File: config.mk
export PLATFORM = sky130hd
export DESIGN_NAME = roman_numeral_encoder_unit
export DESIGN_NICKNAME = d
export VERILOG_FILES = /design/src/hw/rtl/rne_pkg.sv /design/src/hw/rtl/rne_digit_split.sv /design/src/hw/rtl/rne_symbol_seq.sv /design/src/hw/rtl/roman_numeral_encoder_unit.sv
export SDC_FILE = /design/constraint.sdc
export NUM_CORES = 1
export LEC_CHECK = 0
export BUFFER_PORTS_ARGS = -buffer_cell sky130_fd_sc_hd__buf_4
export CAP_MARGIN = 20
export CORE_MARGIN = 3
export CORE_UTILIZATION = 50
export DETAILED_ROUTE_END_ITERATION = 10
export PLACE_DENSITY = 0.69
export SLEW_MARGIN = 15
export SYNTH_ARGS = -nofsm -noshare
export SYNTH_HDL_FRONTEND = slang
export SYNTH_SLANG_ARGS = --single-unit
export TNS_END_PERCENT = 100
File: constraint.sdc
create_clock -name clock -period 4.42 [get_ports clock]
set_input_delay 0.221 -clock clock [delete_from_list [all_inputs] [get_ports clock]]
set_output_delay 0.221 -clock clock [all_outputs]
set_load 0.02 [all_outputs]
File: src/hw/rtl/rne_pkg.sv
// Package: shared types, character codes and digit pattern functions of the Roman numeral encoder
`timescale 1ns / 1ps

package rne_pkg;

   localparam int YEAR_WIDTH   = 16;
   localparam int SYMBOL_WIDTH = 8;
   localparam int BCD_DIGITS   = 5;
   localparam int BCD_WIDTH    = 4 * BCD_DIGITS;
   localparam int PLACE_COUNT  = 4;

   localparam logic [SYMBOL_WIDTH-1:0] CHAR_M = 8'h4D;
   localparam logic [SYMBOL_WIDTH-1:0] CHAR_D = 8'h44;
   localparam logic [SYMBOL_WIDTH-1:0] CHAR_C = 8'h43;
   localparam logic [SYMBOL_WIDTH-1:0] CHAR_L = 8'h4C;
   localparam logic [SYMBOL_WIDTH-1:0] CHAR_X = 8'h58;
   localparam logic [SYMBOL_WIDTH-1:0] CHAR_V = 8'h56;
   localparam logic [SYMBOL_WIDTH-1:0] CHAR_I = 8'h49;
   localparam logic [SYMBOL_WIDTH-1:0] CHAR_NONE = 8'h00;

   // digit place codes
   localparam logic [1:0] PLACE_THOUSANDS = 2'd0;
   localparam logic [1:0] PLACE_HUNDREDS  = 2'd1;
   localparam logic [1:0] PLACE_TENS      = 2'd2;
   localparam logic [1:0] PLACE_ONES      = 2'd3;

   typedef enum logic [1:0] {
      KIND_UNIT = 2'd0,
      KIND_FIVE = 2'd1,
      KIND_TEN  = 2'd2
   } symbol_kind_type;

   // digits handed from the splitter to the symbol sequencer
   typedef struct packed {
      logic       bad_year;
      logic [3:0] thousands;   // M count, zero when the year is bad
      logic [3:0] hundreds;
      logic [3:0] tens;
      logic [3:0] ones;
   } digit_set_type;

   function automatic logic [2:0] digit_length(input logic [3:0] d);
      logic [2:0] len;
      begin
         case (d)
            4'd1, 4'd5:             len = 3'd1;
            4'd2, 4'd4, 4'd6, 4'd9: len = 3'd2;
            4'd3, 4'd7:             len = 3'd3;
            4'd8:                   len = 3'd4;
            default:                len = 3'd0;
         endcase
         return len;
      end
   endfunction

   function automatic symbol_kind_type symbol_kind(input logic [3:0] d, input logic [1:0] pos);
      symbol_kind_type kind;
      begin
         if (d == 4'd9) begin
            kind = (pos == 2'd0) ? KIND_UNIT : KIND_TEN;
         end else if (d == 4'd4) begin
            kind = (pos == 2'd0) ? KIND_UNIT : KIND_FIVE;
         end else if (d inside {[4'd5:4'd8]}) begin
            kind = (pos == 2'd0) ? KIND_FIVE : KIND_UNIT;
         end else begin
            kind = KIND_UNIT;
         end
         return kind;
      end
   endfunction

   function automatic logic [SYMBOL_WIDTH-1:0] place_char(input logic [1:0] place,
                                                          input symbol_kind_type kind);
      logic [SYMBOL_WIDTH-1:0] ch;
      begin
         case (place)
            PLACE_THOUSANDS: ch = CHAR_M;
            PLACE_HUNDREDS: begin
               case (kind)
                  KIND_FIVE: ch = CHAR_D;
                  KIND_TEN:  ch = CHAR_M;
                  default:   ch = CHAR_C;
               endcase
            end
            PLACE_TENS: begin
               case (kind)
                  KIND_FIVE: ch = CHAR_L;
                  KIND_TEN:  ch = CHAR_C;
                  default:   ch = CHAR_X;
               endcase
            end
            default: begin
               case (kind)
                  KIND_FIVE: ch = CHAR_V;
                  KIND_TEN:  ch = CHAR_X;
                  default:   ch = CHAR_I;
               endcase
            end
         endcase
         return ch;
      end
   endfunction

endpackage

File: src/hw/rtl/rne_digit_split.sv
// Bit-serial binary to decimal splitter: shifts the year into a BCD register one bit per cycle
`timescale 1ns / 1ps

module rne_digit_split (
   input  logic                             clock,
   input  logic                             reset,
   input  logic                             start,
   input  logic [rne_pkg::YEAR_WIDTH-1:0]   year_value,
   output logic                             idle,
   output logic                             digits_valid,
   input  logic                             digits_ready,
   output rne_pkg::digit_set_type           digits
);

   typedef enum logic [2:0] {
      SPLIT_IDLE  = 3'b001,
      SPLIT_SHIFT = 3'b010,
      SPLIT_DONE  = 3'b100
   } split_state_type;

   split_state_type                      state_ff, state_in;
   logic [rne_pkg::YEAR_WIDTH-1:0]       bin_ff, bin_in;
   logic [rne_pkg::BCD_WIDTH-1:0]        bcd_ff, bcd_in;
   logic [3:0]                           count_ff, count_in;
   logic [rne_pkg::BCD_WIDTH-1:0]        bcd_adj;
   logic [3:0]                           upper;
   logic [3:0]                           thou;
   logic                                 good;

   always_comb begin
      for (int i = 0; i < rne_pkg::BCD_DIGITS; i++) begin
         bcd_adj[4*i +: 4] = (bcd_ff[4*i +: 4] >= 4'd5) ? bcd_ff[4*i +: 4] + 4'd3
                                                        : bcd_ff[4*i +: 4];
      end
   end

   always_comb begin
      state_in = state_ff;
      bin_in   = bin_ff;
      bcd_in   = bcd_ff;
      count_in = count_ff;
      case (state_ff)
         SPLIT_IDLE: begin
            if (start) begin
               bin_in   = year_value;
               bcd_in   = '0;
               count_in = '0;
               state_in = SPLIT_SHIFT;
            end
         end
         SPLIT_SHIFT: begin
            bcd_in   = {bcd_adj[rne_pkg::BCD_WIDTH-2:0], bin_ff[rne_pkg::YEAR_WIDTH-1]};
            bin_in   = {bin_ff[rne_pkg::YEAR_WIDTH-2:0], 1'b0};
            count_in = count_ff + 4'd1;
            if (count_ff == 4'd15) begin
               state_in = SPLIT_DONE;
            end
         end
         SPLIT_DONE: begin
            if (digits_ready) begin
               state_in = SPLIT_IDLE;
            end
         end
         default: state_in = SPLIT_IDLE;
      endcase
   end

   always_ff @(posedge clock) begin
      if (reset) begin
         state_ff <= SPLIT_IDLE;
      end else begin
         state_ff <= state_in;
      end
      bin_ff   <= bin_in;
      bcd_ff   <= bcd_in;
      count_ff <= count_in;
   end

   assign upper = bcd_ff[19:16];
   assign thou  = bcd_ff[15:12];
   assign good  = (upper == 4'd0) && (thou inside {[4'd1:4'd3]});

   assign idle         = (state_ff == SPLIT_IDLE);
   assign digits_valid = (state_ff == SPLIT_DONE);

   always_comb begin
      digits.bad_year  = ~good;
      digits.thousands = good ? thou : 4'd0;
      digits.hundreds  = bcd_ff[11:8];
      digits.tens      = bcd_ff[7:4];
      digits.ones      = bcd_ff[3:0];
   end

`ifndef SYNTHESIS
   a_done_digits_decimal: assert property (@(posedge clock) disable iff (reset)
      (state_ff == SPLIT_DONE) |-> (bcd_ff[11:8] <= 4'd9 && bcd_ff[7:4] <= 4'd9
                                    && bcd_ff[3:0] <= 4'd9 && bcd_ff[15:12] <= 4'd9))
      else $error("splitter produced a non-decimal digit");
`endif

endmodule

File: src/hw/rtl/rne_symbol_seq.sv
// Symbol sequencer: walks the four digit places and registers one numeral character per transfer
`timescale 1ns / 1ps

module rne_symbol_seq (
   input  logic                                clock,
   input  logic                                reset,
   input  logic                                digits_valid,
   output logic                                digits_ready,
   input  rne_pkg::digit_set_type              digits,
   output logic                                rsp_tvalid,
   input  logic                                rsp_tready,
   output logic [rne_pkg::SYMBOL_WIDTH-1:0]    rsp_tdata,
   output logic                                rsp_tlast,
   output logic [1:0]                          rsp_tuser
);

   typedef enum logic [1:0] {
      SEQ_IDLE = 2'b01,
      SEQ_RUN  = 2'b10
   } seq_state_type;

   seq_state_type                        state_ff, state_in;
   logic [3:0]                           digit_ff [rne_pkg::PLACE_COUNT];
   logic [3:0]                           digit_in [rne_pkg::PLACE_COUNT];
   logic                                 bad_ff, bad_in;
   logic [1:0]                           place_ff, place_in;
   logic [1:0]                           pos_ff, pos_in;
   logic                                 valid_ff, valid_in;
   logic [rne_pkg::SYMBOL_WIDTH-1:0]     data_ff, data_in;
   logic                                 last_ff, last_in;
   logic [1:0]                           user_ff, user_in;

   logic [3:0]                           cur_digit;
   logic [2:0]                           cur_len;
   logic                                 later_any;
   logic                                 any_digit;
   logic                                 slot_free;
   logic                                 end_of_digit;

   assign slot_free    = ~valid_ff | rsp_tready;
   assign cur_digit    = digit_ff[place_ff];
   assign cur_len      = rne_pkg::digit_length(cur_digit);
   assign end_of_digit = ({1'b0, pos_ff} == cur_len - 3'd1);

   always_comb begin
      later_any = 1'b0;
      any_digit = 1'b0;
      for (int i = 0; i < rne_pkg::PLACE_COUNT; i++) begin
         if (digit_ff[i] != 4'd0) begin
            any_digit = 1'b1;
            if (i > int'(place_ff)) begin
               later_any = 1'b1;
            end
         end
      end
   end

   always_comb begin
      state_in = state_ff;
      digit_in = digit_ff;
      bad_in   = bad_ff;
      place_in = place_ff;
      pos_in   = pos_ff;
      valid_in = rsp_tready ? 1'b0 : valid_ff;
      data_in  = data_ff;
      last_in  = last_ff;
      user_in  = user_ff;
      case (state_ff)
         SEQ_IDLE: begin
            if (digits_valid) begin
               digit_in[0] = digits.thousands;
               digit_in[1] = digits.hundreds;
               digit_in[2] = digits.tens;
               digit_in[3] = digits.ones;
               bad_in      = digits.bad_year;
               place_in    = rne_pkg::PLACE_THOUSANDS;
               pos_in      = 2'd0;
               state_in    = SEQ_RUN;
            end
         end
         SEQ_RUN: begin
            if (!any_digit) begin
               // empty numeral
               if (slot_free) begin
                  valid_in = 1'b1;
                  data_in  = rne_pkg::CHAR_NONE;
                  last_in  = 1'b1;
                  user_in  = {1'b1, bad_ff};
                  state_in = SEQ_IDLE;
               end
            end else if (cur_digit == 4'd0) begin
               place_in = place_ff + 2'd1;
               pos_in   = 2'd0;
            end else if (slot_free) begin
               valid_in = 1'b1;
               data_in  = rne_pkg::place_char(place_ff,
                                              rne_pkg::symbol_kind(cur_digit, pos_ff));
               last_in  = end_of_digit & ~later_any;
               user_in  = {1'b0, bad_ff};
               if (end_of_digit) begin
                  pos_in   = 2'd0;
                  place_in = place_ff + 2'd1;
                  if (!later_any) begin
                     state_in = SEQ_IDLE;
                  end
               end else begin
                  pos_in = pos_ff + 2'd1;
               end
            end
         end
         default: state_in = SEQ_IDLE;
      endcase
   end

   always_ff @(posedge clock) begin
      if (reset) begin
         state_ff <= SEQ_IDLE;
         valid_ff <= 1'b0;
      end else begin
         state_ff <= state_in;
         valid_ff <= valid_in;
      end
      digit_ff <= digit_in;
      bad_ff   <= bad_in;
      place_ff <= place_in;
      pos_ff   <= pos_in;
      data_ff  <= data_in;
      last_ff  <= last_in;
      user_ff  <= user_in;
   end

   assign digits_ready = (state_ff == SEQ_IDLE);
   assign rsp_tvalid   = valid_ff;
   assign rsp_tdata    = data_ff;
   assign rsp_tlast    = last_ff;
   assign rsp_tuser    = user_ff;

`ifndef SYNTHESIS
   a_state_onehot: assert property (@(posedge clock) disable iff (reset)
      $onehot(state_ff))
      else $error("sequencer state not one-hot");
   a_empty_is_last: assert property (@(posedge clock) disable iff (reset)
      (valid_ff && user_ff[1]) |-> (last_ff && data_ff == rne_pkg::CHAR_NONE))
      else $error("empty numeral transfer not marked last");
   a_no_emit_when_idle: assert property (@(posedge clock) disable iff (reset)
      (state_ff == SEQ_IDLE && !valid_ff) |=> !valid_ff || $past(digits_valid) == 1'b0)
      else $error("transfer emitted while sequencer idle");
`endif

endmodule

File: src/hw/rtl/roman_numeral_encoder_unit.sv
// Top level of the Roman numeral encoder: year in, one ASCII numeral character per transfer out
`timescale 1ns / 1ps

// A year on req_tdata is converted to its Roman numeral, sent as one character per rsp
// transfer in reading order with rsp_tlast on the final one. rsp_tuser[0] flags a thousands
// count other than 1 to 3 (no M is sent then); rsp_tuser[1] marks a single empty transfer
// when no character results. The decimal split is a bit-serial shift-and-adjust over the 16
// year bits: the year is loaded, shifted in bit by bit, and the digits are then held until the
// sequencer takes them; req_tready returns only after that hand-over. Characters then leave
// one per cycle while rsp_tready is high, with a gap for every zero digit place met before the
// last nonzero one; an empty numeral is a single transfer. The next year is split while the
// current one is sent, but its digits are taken only once the current numeral is done; a
// numeral has at most 15 characters.

module roman_numeral_encoder_unit (
   input  logic                                clock,
   input  logic                                reset,
   input  logic                                req_tvalid,
   output logic                                req_tready,
   input  logic [rne_pkg::YEAR_WIDTH-1:0]      req_tdata,   // [15:0] year_value
   output logic                                rsp_tvalid,
   input  logic                                rsp_tready,
   output logic [rne_pkg::SYMBOL_WIDTH-1:0]    rsp_tdata,   // [7:0] symbol
   output logic                                rsp_tlast,   // is_last
   output logic [1:0]                          rsp_tuser    // [0] bad_year, [1] no_symbol
);

   logic                     split_idle;
   logic                     digits_valid;
   logic                     digits_ready;
   rne_pkg::digit_set_type   digits;

   assign req_tready = split_idle;

   rne_digit_split u_split (
      .clock        (clock),
      .reset        (reset),
      .start        (req_tvalid & req_tready),
      .year_value   (req_tdata),
      .idle         (split_idle),
      .digits_valid (digits_valid),
      .digits_ready (digits_ready),
      .digits       (digits)
   );

   rne_symbol_seq u_seq (
      .clock        (clock),
      .reset        (reset),
      .digits_valid (digits_valid),
      .digits_ready (digits_ready),
      .digits       (digits),
      .rsp_tvalid   (rsp_tvalid),
      .rsp_tready   (rsp_tready),
      .rsp_tdata    (rsp_tdata),
      .rsp_tlast    (rsp_tlast),
      .rsp_tuser    (rsp_tuser)
   );

endmodule
# == Yosys cells after proc, flatten, opt, wreduce, memory -nomap -nowiden ==
# Memories as Yosys holds them, arrays and structs flattened.
# Index checks and enable logic that the tools add are counted.
# totals
reg_bits,78
mem_bits_ro,48
out_inout_bits,13
wordCells,169
mem_count,1
# memory_table
name,depth,width,rd,rd_clocked_by_memory_dff,write_ports,line_no,rtl
(no name shown),16,3,1,0,0,rne_pkg.sv:45,case (d)
# classes
addsub,9
n_lt_le_gt_ge,13
eq_ne,25
mux,78
bitwise_logic,7
reduce_logical,20
# op_table
op,count
$mux 2,28
$pmux 20 s2,1
$mux 8,4
$pmux 16 s2,1
$mux 4,7
$ge 4x3->1 const B,6
$pmux 8 s3,1
$mux 1,21
$mux 20,1
$pmux 5 s2,2
$add 4x2->4 const B,4
$mux 16,1
$pmux 4 s2,2
$reduce_bool 4->1,4
$mux 3,4
$pmux 2 s2,3
$ne 2x1->1 const B,5
$reduce_and 5->1,2
$ne 3x3->1 const B,3
$pmux 3 s3,1
$bmux 4 s2,1
$eq 4x4->1 const B,2
$logic_not 4->1,2
$eq 2x1->1 const B,3
28 further kinds,43

# == Depth between registers and ports, before layout ==
# depth
depth_word,19
ltp_mapped,12
ltp_nobuf,11

# == Modules after synthesis ==
# A second synthesis with hierarchy kept.
# unflattened
cells_unflattened,362
area_unflattened_um2,4125.2
# modules_own_cells
module,instances,cells_per_inst,area_each_um2
rne_digit_split,1,232,2389.8
rne_symbol_seq,1,129,1729.2
roman_numeral_encoder_unit,1,1,6.3

# == Worst setup path after synthesis ==
# OpenSTA, ideal clock, no wires.
# synth_path
kind,reg2reg
startpoint,register u_seq.place_ff[0]
endpoint,register u_seq.state_ff[0]
setup_ns,0.120
arrival_time_ns,2.817
required_ns,4.300
slack_ns,1.483
path_stages_with_launch,12
n_path_buf,1
synth_period_minus_slack_ns,2.937
cell_sequence,edfxtp_1 -> buf_6 -> mux4_2 -> nand4bb_1 -> o21a_1 -> ha_1 -> xor2_1 -> nand2_1 -> mux2i_1 -> a41oi_2 -> or4b_1 -> o31a_1
# synth_via
elab_chain_len,9
# synth_lines
element,line_no,rtl
start: declaration,rne_symbol_seq.sv:26,"logic [1:0] place_ff, place_in;"
start signal: assignment,rne_symbol_seq.sv:125,place_ff <= place_in;
$not 2->3 (not written as such) / $gt 1x2->1 (equally long branches),"rne_symbol_seq.sv:41, rne_symbol_seq.sv:51",
$bmux 4 s2 / $mux 1 (equally long branches),"rne_symbol_seq.sv:41, rne_symbol_seq.sv:51",
$mux 4 (not written as such) / $mux 1 (equally long branches),"rne_symbol_seq.sv:41, rne_symbol_seq.sv:49",
$mux 4 (not written as such) / $mux 1 (equally long branches),"rne_symbol_seq.sv:41, rne_symbol_seq.sv:51",
$mem_v2 16x3 / $mux 1 (equally long branches),-,
$sub 3x1->3 / $mux 1 (equally long branches),"rne_symbol_seq.sv:43, rne_symbol_seq.sv:51",
$eq 2x3->1 / $mux 1 (equally long branches),"rne_symbol_seq.sv:43, rne_symbol_seq.sv:49",
$ne 3x3->1 (no line),-,
$reduce_and 5->1 (no line) (*),-,
end signal: assignment,rne_symbol_seq.sv:120,state_ff <= state_in;
end: declaration,rne_symbol_seq.sv:22,"seq_state_type state_ff, state_in;"
# Mark *: on every way between the ends. The rest lies on a longest branch, timed or not. The select of a mux whose other input is x is not followed.
# A chain may end at the register's enable or synchronous reset.

# == Final worst setup path ==
# layout_path
startpoint,register u_seq.place_ff[0]
endpoint,"register u_seq.place_ff[0], enable pin"
# layout_via
elab_chain_len,9
# layout_lines
element,line_no,rtl
$not 2->3 (not written as such) (*),rne_symbol_seq.sv:41,assign cur_digit = digit_ff[place_ff];
$bmux 4 s2 (*),rne_symbol_seq.sv:41,
$mux 4 (not written as such) (*) (2 in series),rne_symbol_seq.sv:41,
$mem_v2 16x3,-,
$sub 3x1->3,rne_symbol_seq.sv:43,"assign end_of_digit = ({1'b0, pos_ff} == cur_len - 3'd1);"
$eq 2x3->1,rne_symbol_seq.sv:43,
$ne 3x1->1 (no line),-,
$reduce_and 5->1 (no line) (*),-,
# Marks and branches as above.

==> key figures <==
Synthesis
  – Yosys synthesis warning count: 0
  – Sequential share of the synthesized area: 56.5%
  – Post-synth ARST share: 0%
  – Mean Syn Cell Area: 11.1 sq um
  – Synthesized instance count: 355
  – Netlist cell types: 51
  – Mapped Area: 0.00393 sq mm
  – Flop and latch count out of synthesis: 76
  – Top-area cell type share of the netlist area: 53.5%
  – Area contributors post-synth: edfxtp_1 53%, nand2_1 6.4%, ha_1 6.4%
  – Area leader, netlist: edfxtp_1
  – Synth Flop Type: edfxtp_1
  – Post-synth EDFFs: 70

Power and ir drop
  – P_leak: 1.78 nW
  – Power per cell area: 438 mW/mm^2
  – Sw frac: 30.9%
  – Combinational power share: 24.9%
  – Psw: 607 uW
  – Int Pwr: 1.36 mW
  – Peak supply drop: 0.000201 V
  – Clk network pwr share: 28.2%
  – Reg power frac: 47.0%

Detailed routing
  – DRT iter0 DRCs: 94
  – Detail Route Antenna Nets: 0
  – Via/cell ratio: 5.19
  – Drt drc: 0
  – WL final: 6.42 mm
  – Initial DRT Pass Iterations: 4
  – Vias: 2580
  – Wire length per cell: 12.9 um

STA
  – Worst slew pin tran: 0.746 ns
  – Max Fclk: 0.312 GHz
  – Worst slew margin: 50.1%
  – RSZ-0062 raised after global routing: false
  – Slew Viols, Final: 0
  – Clk_skew: 0.0118 ns
  – Final Hold Vio Count: 0
  – Minimum clock period: 3.20 ns
  – Final setup fails: 0
  – Setup TNS Final: 0 ns
  – Period utilization: 72.5%

Global route
  – Grt ovf: 0
  – Pin count of the biggest net entering global routing: 40
  – Global routing met1 resource utilization: 20.1%
  – Vias in the first global route: 2480
  – Met2 GRT Util: 25.0%
  – Met3 Use GR: 2.47%
  – GR peak layer: met2
  – First-pass GRT wire length: 10.8 mm
  – Initial antenna violation count: 0
  – Gr usage total: 15.6%

Finish
  – Most common cell after layout, fill and taps aside: edfxtp_1
  – Filler cell count: 641
  – Most frequent cells in the layout: 70 x edfxtp_1, 67 x nand2_1, 36 x nor2_1
  – Post-layout nets: 433
  – Diodes inserted: 0
  – Synthesis-to-layout area growth: 14.2%
  – Layout cells sized above 1: 16.3%
  – Finished Layout Cells: 497

Critical path
  – Crit path launch type: flip-flop
  – Largest fanout on the critical path: 8
  – Cell family with most CP delay: multiplexers
  – Worst Reg-to-Reg Cells: 10
  – CP arrival: 3.23 ns
  – R2R Setup Slk: 1.22 ns
  – Reg-to-reg startpoint: u_seq.place_ff[0]
  – Req. time, crit path: 4.45 ns
  – CP Class: flip-flop to flip-flop
  – Worst Path Buf+Inv: 0
  – CP dominant cell by count: nand2_1
  – Crit-path cells: mux4_2 -> nand4bb_1 -> o21a_1 -> ha_1 -> xor2_1 -> nand2_1 -> mux2i_1 -> and3_2 -> nand2_1 -> a21oi_1
  – Crit-path slowest cell: mux4_2
  – CP peak stage delay: 0.64 ns
  – Worst R2R End: u_seq.place_ff[0]
  – CP Capture Type: flip-flop

Die
  – Starting density of the core: 52.8%
  – Std cell rows: 31
  – Num ports: 33
  – Total die area: 0.00896 sq mm
  – Die height: 94.7 um
  – Core box area: 0.00745 sq mm
  – Width of the die: 94.7 um

CTS
  – Root Buffer: clkbuf_8
  – Max H-tree Level: 3
  – Clk pin slew, worst setup/hold paths: 0.08 ns
  – Hold Buf Count CTS: 0
  – Post_cts resized: 0
  – Post-CTS Setup Bufs: 0
  – Sink Count: 76
  – Clock Tree Buf Depth: 2
  – CTS Buf Count: 9
  – CTS tree: built
  – Clock latency on the worst-skew pair: 0.35 ns

Run status
  – Status: finished, final reports clean

Worst hold path
  – WHS Endpoint: u_seq.rsp_tvalid
  – WHS Path Cells: 2
  – Hold crit path type: primary input to flip-flop
  – HP Start: reset

Place
  – GP Congestion: 0.841
  – IO buf count: 30
  – Final HPWL DP: 4.50 mm
  – Dpl cells: 481

Flow run
  – Max-cap violations: 0
-- worst reg2reg max path, cell delays in order (launching register included) --
cell	delay [ns]
edfxtp_1	0.56
mux4_2	0.64
nand4bb_1	0.25
o21a_1	0.14
ha_1	0.28
xor2_1	0.19
nand2_1	0.07
mux2i_1	0.19
and3_2	0.24
nand2_1	0.05
a21oi_1	0.27
-- cell families (layout without fill, tap and decap cells) --
| kind of cell | after synthesis | count (layout) | synth area share, % |
|---|---|---|---|
| simple gates | 158 | 158 | 20.2 |
| flops | 76 | 76 | 56.5 |
| compound gates | 51 | 51 | 7.77 |
| buf+inv | 30 | 70 | 3.25 |
| fa+ha+maj | 20 | 20 | 6.37 |
| xor+xnor | 11 | 11 | 2.45 |
| mux | 8 | 8 | 3.34 |
| other cells | 1 | 4 | 0.0954 |
-- area by class of cell --
type | count | area [sq um] | area share, %
clock buffer | 9 | 124 | 2.76
clock inverter | 7 | 83.8 | 1.87
inverter | 21 | 78.8 | 1.76
multi-input combinational | 252 | 1610 | 35.8
sequential | 76 | 2220 | 49.5
tap | 99 | 124 | 2.76
timing repair buffer | 33 | 248 | 5.52
-- cell usage after synthesis (all sizes together) (5+ instances only) --
cell type,n
a21oi,29
clkbuf,6
dfxtp,6
edfxtp,70
ha,20
inv,21
nand2,67
nand2b,10
nor2,36
nor3,9
o21ai,7
xnor2,6
xor2,5
-- metal layers --
layer  up-vias  part of all wire, %
met5         -                    0
met4         0                  2.5
met3        12                  3.2
met2        42                   47
met1      1205                   48
li1       1321                    -
-- through the flow --
stage | cell area (sq um) | hold slack, ns | setup WS [ns] | power [mW] | util (%)
6_report | 4490 | 0.0893 | 1.22 | 1.97 | 60.3
4_1_cts | 4480 | 0.0639 | 1.19 | 1.98 | 60.2
5_1_grt | 4490 | 0.0860 | 0.981 | 2.09 | 60.3
2_1_floorplan | 3940 | 0.290 | 1.48 | 1.32 | -
3_5_place_dp | 4280 | 0.425 | 1.24 | 1.43 | 57.4
3_3_place_gp | 4280 | 0.426 | 1.30 | 1.41 | 57.4
-- flip-flops by register name, summed over array words and instances, names as in the netlist --
name	count
u_seq.bad_ff	1
u_seq.digit_ff	16
u_seq.place_ff	2
u_seq.pos_ff	2
u_seq.rsp_tdata	6
u_seq.rsp_tlast	1
u_seq.rsp_tuser	2
u_seq.rsp_tvalid	1
u_seq.state_ff	2
u_split.bcd_ff	20
u_split.bin_ff	16
u_split.count_ff	4
u_split.state_ff	3
-- how the worst max path moves through the flow --
stage                      startpoint                 to  slack [ns]  cells past startpoint
floorplan           u_seq.place_ff[0]  u_seq.state_ff[0]        1.48                     11
CTS                 u_seq.place_ff[0]  u_seq.place_ff[0]        1.19                     10
global route        u_seq.place_ff[0]  u_seq.place_ff[0]        0.98                     10
global placement    u_seq.place_ff[0]  u_seq.place_ff[0]        1.30                     10
finish              u_seq.place_ff[0]  u_seq.place_ff[0]        1.22                     10
detailed placement  u_seq.place_ff[0]  u_seq.state_ff[0]        1.24                     10
-- power by group through the flow --
stage / logic, mW / clock network [mW] / registers [mW]
6_report: 0.489 / 0.554 / 0.923
5_1_grt: 0.557 / 0.602 / 0.935
4_1_cts: 0.491 / 0.569 / 0.924
3_5_place_dp: 0.488 / 0 / 0.940
3_3_place_gp: 0.477 / 0 / 0.937
2_1_floorplan: 0.397 / 0 / 0.927
Note: power is estimated with default switching activity, not from simulation.
